[src/sv/bsc_pkg.sv]
// Shared types, register indexes and sequencer states for the compensation unit.
package bsc_pkg;

  localparam int RawWidth   = 20;
  localparam int TempWidth  = 16;
  localparam int PressWidth = 25;
  localparam int CfgIdxWidth = 8;
  localparam int CfgDataWidth = 64;

  localparam logic [CfgIdxWidth-1:0] REG_TEMP_CALIB = 8'd0;
  localparam logic [CfgIdxWidth-1:0] REG_PRESS_LOW  = 8'd1;
  localparam logic [CfgIdxWidth-1:0] REG_PRESS_HIGH = 8'd2;
  localparam logic [CfgIdxWidth-1:0] REG_PRESS_P9   = 8'd3;

  localparam logic [63:0] TFINE_OFFSET = 64'd128000;
  localparam logic [63:0] PRESS_BASE   = 64'd1048576;
  localparam logic [63:0] PRESS_SCALE  = 64'd3125;
  localparam logic [63:0] TEMP_ROUND   = 64'd128;
  localparam logic [63:0] P1_BIAS      = 64'h0000_8000_0000_0000;
  localparam logic [PressWidth-1:0] PRESS_MAX = '1;

  typedef struct packed {
    logic [RawWidth-1:0] raw_temperature;
    logic [RawWidth-1:0] raw_pressure_reading;
  } item_t;

  typedef struct packed {
    logic signed [TempWidth-1:0] temperature_centi;
    logic [PressWidth-1:0]       pressure_q24_8;
    logic                        pressure_invalid;
  } result_t;

  // Calibration words, widened to 64 bits with their sign where signed
  typedef struct packed {
    logic [63:0] t1, t2, t3;
    logic [63:0] p1, p2, p3, p4, p5, p6, p7, p8, p9;
  } calib_t;

  typedef enum logic [4:0] {
    S_IDLE, S_T1, S_T2, S_T3, S_T4,
    S_P1, S_P2, S_P3, S_P4, S_P5, S_P6, S_P7,
    S_DIV, S_P8, S_P9, S_P10, S_FIN, S_OUT
  } state_t;

  function automatic logic [63:0] sext16(input logic [15:0] v);
    sext16 = {{48{v[15]}}, v};
  endfunction

endpackage

[src/sv/bsc_front.sv]
// Input side: takes raw reading words into a two-entry queue.
module bsc_front (
  input  logic               clk,
  input  logic               rst,
  input  logic               in_valid,
  output logic               in_ready,
  input  logic [19:0]        raw_temperature,
  input  logic [19:0]        raw_pressure_reading,
  output logic               q_valid,
  output bsc_pkg::item_t     q_item,
  input  logic               q_pop
);
  import bsc_pkg::*;

  item_t      slots [2];
  logic       wr_ptr;
  logic       rd_ptr;
  logic [1:0] count;
  logic       push;
  logic       pop;

  assign in_ready = (count != 2'd2);
  assign q_valid  = (count != 2'd0);
  assign q_item   = slots[rd_ptr];
  assign push     = in_valid && in_ready;
  assign pop      = q_pop && q_valid;

  // Store an accepted word
  always_ff @(posedge clk) begin
    if (push) begin
      slots[wr_ptr] <= '{raw_temperature: raw_temperature,
                         raw_pressure_reading: raw_pressure_reading};
    end
  end

  // Advance pointers and fill count
  always_ff @(posedge clk) begin
    if (rst) begin
      wr_ptr <= 1'b0;
      rd_ptr <= 1'b0;
      count  <= 2'd0;
    end else begin
      if (push) wr_ptr <= ~wr_ptr;
      if (pop)  rd_ptr <= ~rd_ptr;
      if (push && !pop)      count <= count + 2'd1;
      else if (pop && !push) count <= count - 2'd1;
    end
  end

endmodule

[config.mk]
export PLATFORM = sky130hd
export DESIGN_NAME = bsc_front
export DESIGN_NICKNAME = d
export VERILOG_FILES = /design/src/sv/bsc_pkg.sv /design/src/sv/bsc_front.sv
export SDC_FILE = /design/constraint.sdc
export NUM_CORES = 1
export LEC_CHECK = 0
export ABC_AREA = 1
export BUFFER_PORTS_ARGS = -buffer_cell sky130_fd_sc_hd__buf_2
export CORE_MARGIN = 2
export CORE_UTILIZATION = 48
export DETAILED_ROUTE_END_ITERATION = 6
export GPL_TIMING_DRIVEN = 1
export PLACE_DENSITY_LB_ADDON = 0.25
export SLEW_MARGIN = 10
export SYNTH_ARGS = -nofsm -noshare
export SYNTH_HDL_FRONTEND = slang
export SYNTH_SLANG_ARGS = --single-unit
export TNS_END_PERCENT = 100
[constraint.sdc]
create_clock -name clk -period 5 [get_ports clk]
set_clock_uncertainty 0.05 [all_clocks]
set_input_delay 1 -clock clk [delete_from_list [all_inputs] [get_ports clk]]
set_output_delay 1 -clock clk [all_outputs]
set_load 0.03 [all_outputs]
==> summary.txt <==
Worst setup path
  • Startpoint types: register
  • R2R setup slack: 2970 ps
  • Crit-path max FO: 40
  • Critical path data required time: 3950 ps
  • R2R cell count: 5
  • CP arrival: 1920 ps
  • R2r startpoint: count[0]$_SDFFE_PP0P_
  • Crit path capture type: output port
  • Setup CP Type: register to output port

Power and ir drop
  • Cell Pwr Density: 506 nW/um2
  • VDD IR-drop max: 0.255 mV
  • Leakage: 0.00145 uW

Cells and area
  • Design area: 3800 um2
  • Layout cells sized above 1: 0.550
  • Fillers: 499
  • Most common cell after layout, fill and taps aside: buf_2
  • Commonest non-fill, non-tap cells in the layout: 85 x buf_2, 80 x edfxtp_1, 40 x mux2_2
  • Area Growth Syn to Fin: 21.3%
  • Antenna Cells: 0
  • Final Core Density: 0.599
  • Nets: 300

Place
  • Area of placed instances: 3640 um2
  • Final GP Congestion: 0.667
  • Port-buffer cells: 85
  • Pre-CTS setup slack: 2350 ps
  • HPWL after DPL: 3270 um

STA
  • Final Max Tran Viols: 0
  • Setup repair after global routing missed its margin: no
  • Final setup fails: 0
  • TNS Setup: 0 ps
  • Worst relative slew slack: 0.352
  • Max Freq: 337 MHz
  • Period utilization: 0.594
  • Least-Margin Pin Slew: 971 ps
  • Hold Violations, Final: 0
  • Final min period: 2970 ps
  • Hold slack: 460 ps
  • Final setup margin: 2030 ps

Synth
  • Post-Syn Area per Cell: 19.5 um2
  • Syn Nets: 206
  • Library cells used by synthesis: 12
  • Sequential fraction of the synthesis area: 0.798
  • #FFs+latches synth: 85
  • Cell count after synthesis: 161
  • Post-Syn Area: 3140 um2
  • Yosys warns: 0

Global route
  • First-pass GRT wire length: 7960 um
  • Initial antenna violation count: 1
  • Met3 usage: 0.0438
  • GRT busiest layer: met2
  • Total GRT Usage: 0.147
  • GRT Residual Overflow: 0
  • Pin count of the biggest net entering global routing: 41
  • Met1 Resource Use GR: 0.186
  • Vias in the first global route: 1699
  • M2 GR Usage: 0.234

Clock network
  • Worst skew pair latency: 330 ps
  • # H-tree levels: 3
  • CTS Root Cell: clkbuf_8
  • Clock buffer count from CTS: 9
  • Clk buf depth: 2
  • Reg clk slew, reported paths: 80 ps
  • Post-CTS Hold Buffers: 0
  • CTS tree: done
  • Post-CTS sizing: 0
  • Sink Count: 85
  • Post-CTS Setup Repair Bufs: 0

Route
  • Post-Route WL: 5030 um
  • Residual DRC count: 0
  • ANT nets after route: 0
  • 1st-iter DRT viols: 49
  • Wire length per cell: 14.9 um
  • First-pass DRT Iterations: 4
  • Vias per std cell: 4.90
  • Via count: 1650

Job
  • Max_cap viols: 0

Floorplanning
  • Full die area: 7200 um2
  • Horiz. Die Dim: 84.8 um
  • Starting density of the core: 0.494
  • Core ar.: 6350 um2
  • Die height: 84.8 um
  • Rows: 29
  • I/O pin cnt: 86

Run status
  • Status: finished, final reports clean

Worst hold path
  • Hold Startpoint: rd_ptr$_SDFFE_PP0P_
  • Hold path cells: 2
  • Hold WC Path Type: register to register
[power breakdown]
part / switching, uW / total [uW] / internal, uW
sequential: 59.1 / 959 / 900
clock: 219 / 398 / 179
combinational: 368 / 567 / 199
[synth_stat cells]
master    instances  area (um2)
edfxtp_1         80        2400
nand2_1           9        33.8
nand3_1           2        10.0
dfxtp_1           5         100
a21oi_1           2        10.0
buf_6             4        45.0
nand4_1           1        6.26
mux2_2           40         450
ha_1              1        12.5
nor2_1            7        26.3
o21ai_0           2        10.0
inv_1             8        30.0
[path summary, 6_finish.rpt]
| check | end |
|---|---|
| max reg2reg | slots[1][0]$_DFFE_PP_ |
| max | q_item[12] |
| min reg2reg | register |
| min | register |
[worst max-delay path, cell delays in order, from the launching register on]
cell and delay, ps:
dfxtp_2 970, mux2_2 430, buf_2 180
[sequential cells by signal, summed over array words and instances, names as in the netlist, named ones only]
register and cells:
slots 80, rd_ptr 1, wr_ptr 1, count 2
[through the flow]
stage / power (uW) / std cells
after floorplan: 1400 / 161
after global placement: 1540 / 321
after detailed placement: 1550 / 321
after CTS: 1950 / 337
after global routing: 2030 / 337
final: 1920 / 337
[metal layers]
layer  wire length, um  share of wire
met5                 0              0
met4               110          0.022
met3               287          0.057
met2              2530           0.50
met1              2100           0.42
[cell type report]
| cell class | count | area [um2] | area share |
|---|---|---|---|
| well taps | 77 | 96.3 | 0.0253 |
| clock buffers | 12 | 135 | 0.0355 |
| repair buffers | 87 | 440 | 0.116 |
| flip-flops and latches | 85 | 2500 | 0.658 |
| clock inverters | 4 | 25.0 | 0.00658 |
| inverters | 8 | 30.0 | 0.00789 |
| multi-input cells | 64 | 574 | 0.151 |
[cell families (layout without fill, tap and decap cells)]
kind of cell             Yosys count  after routing  synth area share
buffers and inverters             12            111            0.0239
flip-flops                        85             85             0.798
adder cells (fa/ha/maj)            1              1           0.00399
AO/OA/AOI/OAI                      4              4           0.00638
multiplexers                      40             40             0.144
AND/OR/NAND/NOR                   19             19            0.0243
(Power assumes the default switching activity.)
